File: config.mk
export PLATFORM = sky130hd
export DESIGN_NAME = multi_input_hold_time_events
export DESIGN_NICKNAME = d
export VERILOG_FILES = /design/src/hw/rtl/hte_pkg.sv /design/src/hw/rtl/hte_cfg_regs.sv /design/src/hw/rtl/hte_step.sv /design/src/hw/rtl/multi_input_hold_time_events.sv
export SDC_FILE = /design/constraint.sdc
export NUM_CORES = 1
export LEC_CHECK = 0
export BUFFER_PORTS_ARGS = -buffer_cell sky130_fd_sc_hd__buf_2
export CORE_AREA = 2 2 306 338
export DETAILED_ROUTE_END_ITERATION = 12
export DIE_AREA = 0 0 308 340
export GPL_TIMING_DRIVEN = 0
export HOLD_SLACK_MARGIN = 0.03
export PLACE_DENSITY_LB_ADDON = 0.05
export SETUP_SLACK_MARGIN = 0.2
export SLEW_MARGIN = 20
export SYNTH_ARGS = -nofsm -noshare
export SYNTH_HDL_FRONTEND = slang
export SYNTH_SLANG_ARGS = --single-unit
File: constraint.sdc
create_clock -name clk_i -period 6.06 [get_ports clk_i]
set_clock_uncertainty 0.1 [all_clocks]
set_input_delay 1.212 -clock clk_i [delete_from_list [all_inputs] [get_ports clk_i]]
set_output_delay 1.212 -clock clk_i [all_outputs]
set_load 0.03 [all_outputs]
File: src/hw/rtl/hte_pkg.sv
package hte_pkg;

  localparam int MaxInputs = 4;
  localparam int MaxLevels = 4;
  localparam int ThrW      = 16;
  localparam int LvlIdxW   = 2;
  localparam int CfgIdxW   = 3;
  localparam int CfgDataW  = 64;
  localparam int NowW      = 32;
  localparam int EvW       = MaxInputs * MaxLevels;

  typedef enum logic [CfgIdxW-1:0] {
    RegEnable    = 3'd0,
    RegThr0      = 3'd1,
    RegThr1      = 3'd2,
    RegThr2      = 3'd3,
    RegThr3      = 3'd4,
    RegGroupMode = 3'd5
  } cfg_reg_e;

  typedef struct packed {
    logic [MaxInputs-1:0]                       enable;
    logic [MaxInputs-1:0][MaxLevels-1:0][ThrW-1:0] thr;
    logic                                       group_mode;
  } cfg_t;

  // per-input and per-level flags, level bits at 4k+i
  typedef struct packed {
    logic [MaxInputs-1:0] pressed;
    logic [EvW-1:0]       reached;
    logic [MaxInputs-1:0] g_active;
    logic [EvW-1:0]       g_reached;
    logic [EvW-1:0]       g_hold;
    logic [MaxInputs-1:0] g_released;
  } flags_t;

  typedef struct packed {
    logic [EvW-1:0]       fired;
    logic [MaxInputs-1:0] release_ev;
    logic [MaxInputs-1:0] active;
    logic [EvW-1:0]       reached;
    logic [EvW-1:0]       hold;
    logic [MaxInputs-1:0] released;
  } res_t;

endpackage

File: src/hw/rtl/hte_cfg_regs.sv
module hte_cfg_regs (
  input  logic                         clk_i,
  input  logic                         rst_ni,
  input  logic                         cfg_valid_i,
  output logic                         cfg_ready_o,
  input  logic [hte_pkg::CfgIdxW-1:0]  cfg_index_i,
  input  logic [hte_pkg::CfgDataW-1:0] cfg_data_i,
  output hte_pkg::cfg_t                cfg_o
);
  import hte_pkg::*;

  cfg_t cfg_q;

  assign cfg_ready_o = 1'b1;
  assign cfg_o       = cfg_q;

  always_ff @(posedge clk_i or negedge rst_ni) begin
    if (!rst_ni) begin
      cfg_q <= cfg_t'{enable: '0, thr: '0, group_mode: 1'b1};
    end else if (cfg_valid_i) begin
      case (cfg_index_i)
        RegEnable:    cfg_q.enable     <= cfg_data_i[MaxInputs-1:0];
        RegThr0:      cfg_q.thr[0]     <= cfg_data_i;
        RegThr1:      cfg_q.thr[1]     <= cfg_data_i;
        RegThr2:      cfg_q.thr[2]     <= cfg_data_i;
        RegThr3:      cfg_q.thr[3]     <= cfg_data_i;
        RegGroupMode: cfg_q.group_mode <= cfg_data_i[0];
        default: begin
          // unmapped index: dropped
        end
      endcase
    end
  end

endmodule

File: src/hw/rtl/hte_step.sv
module hte_step #(
  parameter int NUM_INPUTS = 4,
  parameter int NUM_LEVELS = 4,
  parameter int TIME_WIDTH = 32
) (
  input  hte_pkg::cfg_t                       cfg_i,
  input  hte_pkg::flags_t                     flags_i,
  input  logic [TIME_WIDTH-1:0]               start_i [NUM_INPUTS],
  input  logic [hte_pkg::MaxInputs-1:0]       levels_i,
  input  logic [hte_pkg::NowW-1:0]            now_i,
  output hte_pkg::flags_t                     flags_o,
  output logic [TIME_WIDTH-1:0]               start_o [NUM_INPUTS],
  output hte_pkg::res_t                       res_o
);
  import hte_pkg::*;

  logic [TIME_WIDTH-1:0] now_t;
  logic [EvW-1:0]        fired;
  logic [MaxInputs-1:0]  rel;

  assign now_t = TIME_WIDTH'(now_i);

  always_comb begin
    logic [TIME_WIDTH-1:0] elapsed;
    logic                  pass;
    logic [ThrW-1:0]       t_cur;
    logic [ThrW-1:0]       t_nxt;
    logic                  any_reached;
    elapsed     = '0;
    pass        = 1'b0;
    t_cur       = '0;
    t_nxt       = '0;
    any_reached = 1'b0;
    flags_o     = flags_i;
    start_o     = start_i;
    fired       = '0;
    rel         = '0;
    for (int i = 0; i < NUM_INPUTS; i++) begin
      if (cfg_i.enable[i]) begin
        if (levels_i[i]) begin
          if (!flags_i.pressed[i]) begin
            flags_o.pressed[i] = 1'b1;
            start_o[i]         = now_t;
          end
          elapsed = now_t - start_o[i];
          if (cfg_i.group_mode) flags_o.g_active[i] = 1'b1;
          pass = 1'b1;
          // level k counts only while every lower level has passed
          for (int k = 0; k < NUM_LEVELS; k++) begin
            t_cur = cfg_i.thr[i][k];
            t_nxt = cfg_i.thr[i][LvlIdxW'(k + 1)];
            pass  = pass && (t_cur != '0) && (elapsed >= TIME_WIDTH'(t_cur));
            if (pass) begin
              if (!flags_i.reached[MaxInputs*k+i]) begin
                flags_o.reached[MaxInputs*k+i] = 1'b1;
                fired[MaxInputs*k+i]           = 1'b1;
                if (cfg_i.group_mode) flags_o.g_reached[MaxInputs*k+i] = 1'b1;
              end
              if (cfg_i.group_mode) begin
                if (k + 1 < NUM_LEVELS) begin
                  if ((t_nxt != '0) && (elapsed < TIME_WIDTH'(t_nxt)))
                    flags_o.g_hold[MaxInputs*k+i] = 1'b1;
                end else begin
                  flags_o.g_hold[MaxInputs*k+i] = 1'b1;
                end
                if (k == 0) flags_o.g_released[i] = 1'b0;
              end
            end
          end
        end else begin
          if (cfg_i.group_mode) flags_o.g_active[i] = 1'b0;
          if (flags_i.pressed[i]) begin
            flags_o.pressed[i] = 1'b0;
            any_reached = 1'b0;
            for (int k = 0; k < MaxLevels; k++) begin
              any_reached = any_reached | flags_i.reached[MaxInputs*k+i];
              flags_o.reached[MaxInputs*k+i] = 1'b0;
              if (cfg_i.group_mode) flags_o.g_reached[MaxInputs*k+i] = 1'b0;
            end
            if (any_reached) begin
              rel[i] = 1'b1;
              if (cfg_i.group_mode) flags_o.g_released[i] = 1'b1;
            end
          end
        end
      end
    end
  end

  always_comb begin
    res_o.fired      = fired;
    res_o.release_ev = rel;
    res_o.active     = cfg_i.group_mode ? flags_o.g_active   : '0;
    res_o.reached    = cfg_i.group_mode ? flags_o.g_reached  : '0;
    res_o.hold       = cfg_i.group_mode ? flags_o.g_hold     : '0;
    res_o.released   = cfg_i.group_mode ? flags_o.g_released : '0;
  end

endmodule

File: src/hw/rtl/multi_input_hold_time_events.sv
// Hold-time event detector for up to four push inputs. Each input beat is one
// scan: the sampled levels and a millisecond timestamp. The block keeps a press
// start time per input and raises a fired bit the scan that a level's threshold
// is reached (levels in order, a zero threshold ends the ladder), a release bit
// when a press that reached any level ends, and in group mode the shared
// active/reached/hold/released masks. One beat is taken every clock while the
// input register is empty or its scan moves on; each scan's beat is held in the
// input register, goes through the single compare/update pass over all inputs,
// and its result is held in the result register for the result port. A stalled
// output still lets one more scan into the input register, after which input stalls.
// The user must write configuration through the cfg port while no scan is in
// flight; the block does not enforce this, and writes are always accepted.
module multi_input_hold_time_events #(
  parameter int NUM_INPUTS = 4,
  parameter int NUM_LEVELS = 4,
  parameter int TIME_WIDTH = 32
) (
  input  logic        clk_i,
  input  logic        rst_ni,
  // scan stream
  input  logic        s_axis_tvalid,
  output logic        s_axis_tready,
  input  logic [39:0] s_axis_tdata,   // levels[3:0], now_ms[35:4], zero pad
  // result stream
  output logic        m_axis_tvalid,
  input  logic        m_axis_tready,
  output logic [63:0] m_axis_tdata,   // fired_events[15:0], release_events[19:16],
                                      // active_group[23:20], reached_group[39:24],
                                      // hold_group[55:40], released_group[59:56],
                                      // zero pad
  // configuration writes
  input  logic        cfg_valid_i,
  output logic        cfg_ready_o,
  input  logic [hte_pkg::CfgIdxW-1:0]  cfg_index_i,
  input  logic [hte_pkg::CfgDataW-1:0] cfg_data_i
);
  import hte_pkg::*;

  cfg_t cfg;

  hte_cfg_regs u_cfg (
    .clk_i       (clk_i),
    .rst_ni      (rst_ni),
    .cfg_valid_i (cfg_valid_i),
    .cfg_ready_o (cfg_ready_o),
    .cfg_index_i (cfg_index_i),
    .cfg_data_i  (cfg_data_i),
    .cfg_o       (cfg)
  );

  // input register
  logic                 in_valid_q;
  logic [MaxInputs-1:0] levels_q;
  logic [NowW-1:0]      now_q;
  logic                 advance;

  // result register
  logic                 out_valid_q;
  res_t                 res_q;
  res_t                 res_d;

  // scan state
  flags_t                flags_q, flags_d;
  logic [TIME_WIDTH-1:0] start_q [NUM_INPUTS];
  logic [TIME_WIDTH-1:0] start_d [NUM_INPUTS];

  // a held scan moves on whenever the result slot is free or being drained
  assign advance       = in_valid_q && (!out_valid_q || m_axis_tready);
  assign s_axis_tready = !in_valid_q || advance;

  always_ff @(posedge clk_i or negedge rst_ni) begin
    if (!rst_ni) begin
      in_valid_q <= 1'b0;
    end else if (s_axis_tvalid && s_axis_tready) begin
      in_valid_q <= 1'b1;
    end else if (advance) begin
      in_valid_q <= 1'b0;
    end
  end

  always_ff @(posedge clk_i) begin
    if (s_axis_tvalid && s_axis_tready) begin
      levels_q <= s_axis_tdata[3:0];
      now_q    <= s_axis_tdata[35:4];
    end
  end

  hte_step #(
    .NUM_INPUTS (NUM_INPUTS),
    .NUM_LEVELS (NUM_LEVELS),
    .TIME_WIDTH (TIME_WIDTH)
  ) u_step (
    .cfg_i    (cfg),
    .flags_i  (flags_q),
    .start_i  (start_q),
    .levels_i (levels_q),
    .now_i    (now_q),
    .flags_o  (flags_d),
    .start_o  (start_d),
    .res_o    (res_d)
  );

  // state commits in the same edge that the result is registered
  always_ff @(posedge clk_i or negedge rst_ni) begin
    if (!rst_ni) begin
      flags_q     <= '0;
      out_valid_q <= 1'b0;
    end else if (advance) begin
      flags_q     <= flags_d;
      out_valid_q <= 1'b1;
    end else if (m_axis_tready) begin
      out_valid_q <= 1'b0;
    end
  end

  // start times are only read while pressed, which loads them first
  always_ff @(posedge clk_i) begin
    if (advance) begin
      start_q <= start_d;
      res_q   <= res_d;
    end
  end

  assign m_axis_tvalid = out_valid_q;
  assign m_axis_tdata  = {4'b0000, res_q.released, res_q.hold, res_q.reached,
                          res_q.active, res_q.release_ev, res_q.fired};

endmodule

==> flow_summary.yaml <==
power_and_ir_drop:
  internal-power_mw: 10.7
  power.density_nw_per_um2: 449
  p_leak_nw: 18.6
  clkPwrFrac: 0.241
  p_total_mw: 18.6
  peakVddDrop_mv: 0.214
  pwr-share-comb: 0.493
  switchingPower_mw: 7.86
  seqPwrFrac: 0.266
  swShare: 0.422
global_routing:
  gr-usage-all-layers: 0.252
  grt_pass1_vias: 28800
  grt_max_degree: 74
  antenna_found_initial: 6
  grt-ovfl-total: 0
  grt_pass1_wl_mm: 193
route:
  routed-wl-met2_mm: 61.9
  drc_errors: 0
  ant_nets: 0
  avgRoutedWirePerCell_microns: 25.0
  highest-signal-layer: "met4"
  vias: 28700
  drtIter0Drc: 2057
  drt-vias-per-instance: 5.38
  drtPass1Iterations: 5
  wl_met3_mm: 5.54
  m1WireLength_mm: 60.7
  routed_wl_mm: 133
die:
  core_area_sq_um: 102000
  die_area_sq_um: 105000
  io-pin-count: 179
  rows: 123
  start_util: 0.347
  fp.dieH_microns: 340
  die_w_microns: 308
yosys:
  syn_area_sq_um: 35200
  synthDistinctLibCells: 86
  synth_top_cell_by_area: "dfrtp_1"
  syn_inst: 3685
  ys_seq_area_frac: 0.408
  ys_top_cells_by_area: "dfrtp_1 22%, edfxtp_1 18%, ha_1 14%"
  ys.flop_type: "dfrtp_1"
  synth_top_area_frac: 0.223
  ys_ff_latch: 531
  synth_async_sr_flop_share: 0.593
  synth_area_per_cell_sq_um: 9.56
  yosys_warnings: 0
  synth-edff-count: 216
clocking:
  postCtsHoldBufs: 0
  cts-root-buf: "clkbuf_16"
  numCtsBuffers: 69
  worstSkewPairLatency_ns: 0.65
  cts_tree: "yes"
  htree_levels: 3
  clock_path_buffers: 3
  clock-sinks: 531
  clk_pin_slew_ns: 0.06
setup_path:
  cp.required_ns: 6.45
  slowest_stage: "or4_1"
  worstPathMaxFanout: 10
  critPathLaunchType: "register"
  cp.arrival_ns: 6.08
  crit_top_cell: "ha_1"
  r2r-end: "m_axis_tdata[38]"
  cpPeakStageDelay_ns: 0.51
  cp_cell_sequence: "clkbuf_16 > buf_8 > o21ai_1 > ha_1 > fa_2 > nand2b_1 > a21oi_2 > or4_1 > nor2b_2 > a21o_1 > a21oi_4 > xnor2_4 > buf_12 > buf_4 > ha_1 > nand4_1 > nor2_1 > nand2_1 > or3_4 > a221o_1 > a21o_4 > a211o_1 > a21oi_1"
  r2r-start: "flags_q[58]"
  crit_type: "register to register"
  r2r_slack_ns: 0.37
  endpoint: "m_axis_tdata[38]"
  crit_path_start: "flags_q[58]"
  cp-end-kind: "register"
  ff2ff_path_depth: 23
timing:
  slew_violations: 0
  hold_slack_ns: 0.356
  final-setup-viol-count: 0
  rsz0062_at_grt: "no"
  relSlewSlack: 0.158
  fin_crit_sh: 0.939
  setup_tns_ns: 0
  max_freq_ghz: 0.176
  timing.final.crit_period_ns: 5.69
  tightest_slew_ns: 1.26
  report.final.hold_viol_count: 0
status:
  outcome: "complete, no violations"
worst_hold_path:
  hp-class: "register to register"
place:
  numPortBuffers: 161
  dp_hpwl_mm: 101
  gp_congestion: 0.877
  placed_cells: 5181
run:
  cap_violations: 0
final_layout:
  mostFrequentLayoutCells: "402 x inv_1, 397 x nand2_1, 388 x ha_1, 326 x o21ai_0, 312 x dfrtp_1"
  drive_gt1_frac: 0.141
  nNetsFinal: 4477
  mostFrequentLayoutCell: "inv_1"
  syn2layout_area_growth_pct: 17.7
  stdcell_count: 5337
## cells in the mapped netlist, types with 8 or more instances
master     count
a2111oi_0      8
a211o_1       18
a211oi_1      26
a21boi_0       8
a21o_1       125
a21oi_1      201
a31oi_1       20
a41oi_1        8
and2_1        27
and3_1        13
and4_1        10
buf_1         12
buf_2         10
buf_4         13
clkbuf_1      98
dfrtp_1      314
edfxtp_1     216
ha_1         388
inv_1        407
mux2_2        88
mux2i_1      125
nand2_1      397
nand2b_1      46
nand3_1       49
nand4_1       68
nor2_1       131
nor2b_1       13
nor3_1        51
nor3b_1       11
nor4_1        77
o2111ai_1     15
o211a_1        8
o211ai_1      27
o21a_1        45
o21ai_0      334
o21ai_1        8
o21bai_1      17
o31ai_1       19
or3_1         14
or4_1         14
xnor2_1       47
xor2_1        32
## registers in the layout, indices dropped and copies added (netlist names)
signal and count:
in_valid_q 1, now_q 32, m_axis_tvalid 1, flags_q 52
levels_q 4, m_axis_tdata 52, u_cfg.cfg_o 261, start_q 128
## power by group through the flow
stage	Sequential [mW]	Combinational [mW]	Clock [mW]
after floorplan	4.94	5.65	0
after global placement	5.02	8.42	0
after global routing	5.02	10.2	4.72
after CTS	4.95	8.93	4.58
after detailed placement	5.00	8.56	0
final	4.94	9.17	4.49
## how the worst min path moves through the flow
stage	startpoint	to	slack (ns)	cells past startpoint
after global placement	flags_q[5]	flags_q[5]	0.34	1
after detailed placement	flags_q[6]	flags_q[6]	0.35	2
after floorplan	flags_q[6]	flags_q[6]	0.32	2
after global routing	flags_q[6]	flags_q[6]	0.38	2
final	flags_q[6]	flags_q[6]	0.36	2
after CTS	flags_q[6]	flags_q[6]	0.36	2
## critical path, delay by kind of cell (launching register included)
kind	cells	cell delay, ns
AOI/OAI and AO/OA	8	1.82
and+or+nand+nor	7	1.68
adders and majority gates	3	0.75
buffers and inverters	4	0.64
DFF	1	0.46
xor gates and xnor gates	1	0.10
## metrics by stage
step / area, sq um / util / worst slack [ns]
2_1_floorplan: 35300 / - / 0.606
3_3_place_gp: 37700 / 0.371 / -3.13
3_5_place_dp: 38100 / 0.375 / -1.81
4_1_cts: 41100 / 0.405 / 0.200
5_1_grt: 41500 / 0.408 / 0.164
6_report: 41500 / 0.408 / 0.369
## cell type report
cell class,count,area [sq um]
repair buffers,206,1420
clock inverters,29,468
inverters,407,1530
well taps,1312,1640
flip-flops and latches,531,14400
multi-input cells,2625,19400
diodes,1,2.50
plain buffers,133,646
clock buffers,93,1960
fillers,10200,60100
## layer usage
layer	vias up	track usage
li1	13900	-
met2	646	0.418
met5	-	0
met4	0	0.0931
met1	14000	0.341
met3	173	0.0253
## repair_timing
item	CTS	global route
endpoints found under the setup margin	88	68
gates resized for setup	95	43
pin swaps	6	8
setup buffers	15	18
## logic make-up (layout without fill, tap and decap cells)
family | after synthesis | count (layout) | share of synthesized area
muxes | 213 | 213 | 0.0636
buffers and inverters | 540 | 868 | 0.0593
xor gates and xnor gates | 79 | 79 | 0.0196
AOI/OAI and AO/OA | 975 | 975 | 0.176
other | 2 | 14 | 0.000213
and+or+nand+nor | 953 | 953 | 0.133
adders and majority gates | 392 | 392 | 0.140
DFF | 531 | 531 | 0.408
Note: power is estimated with default switching activity, not from simulation.
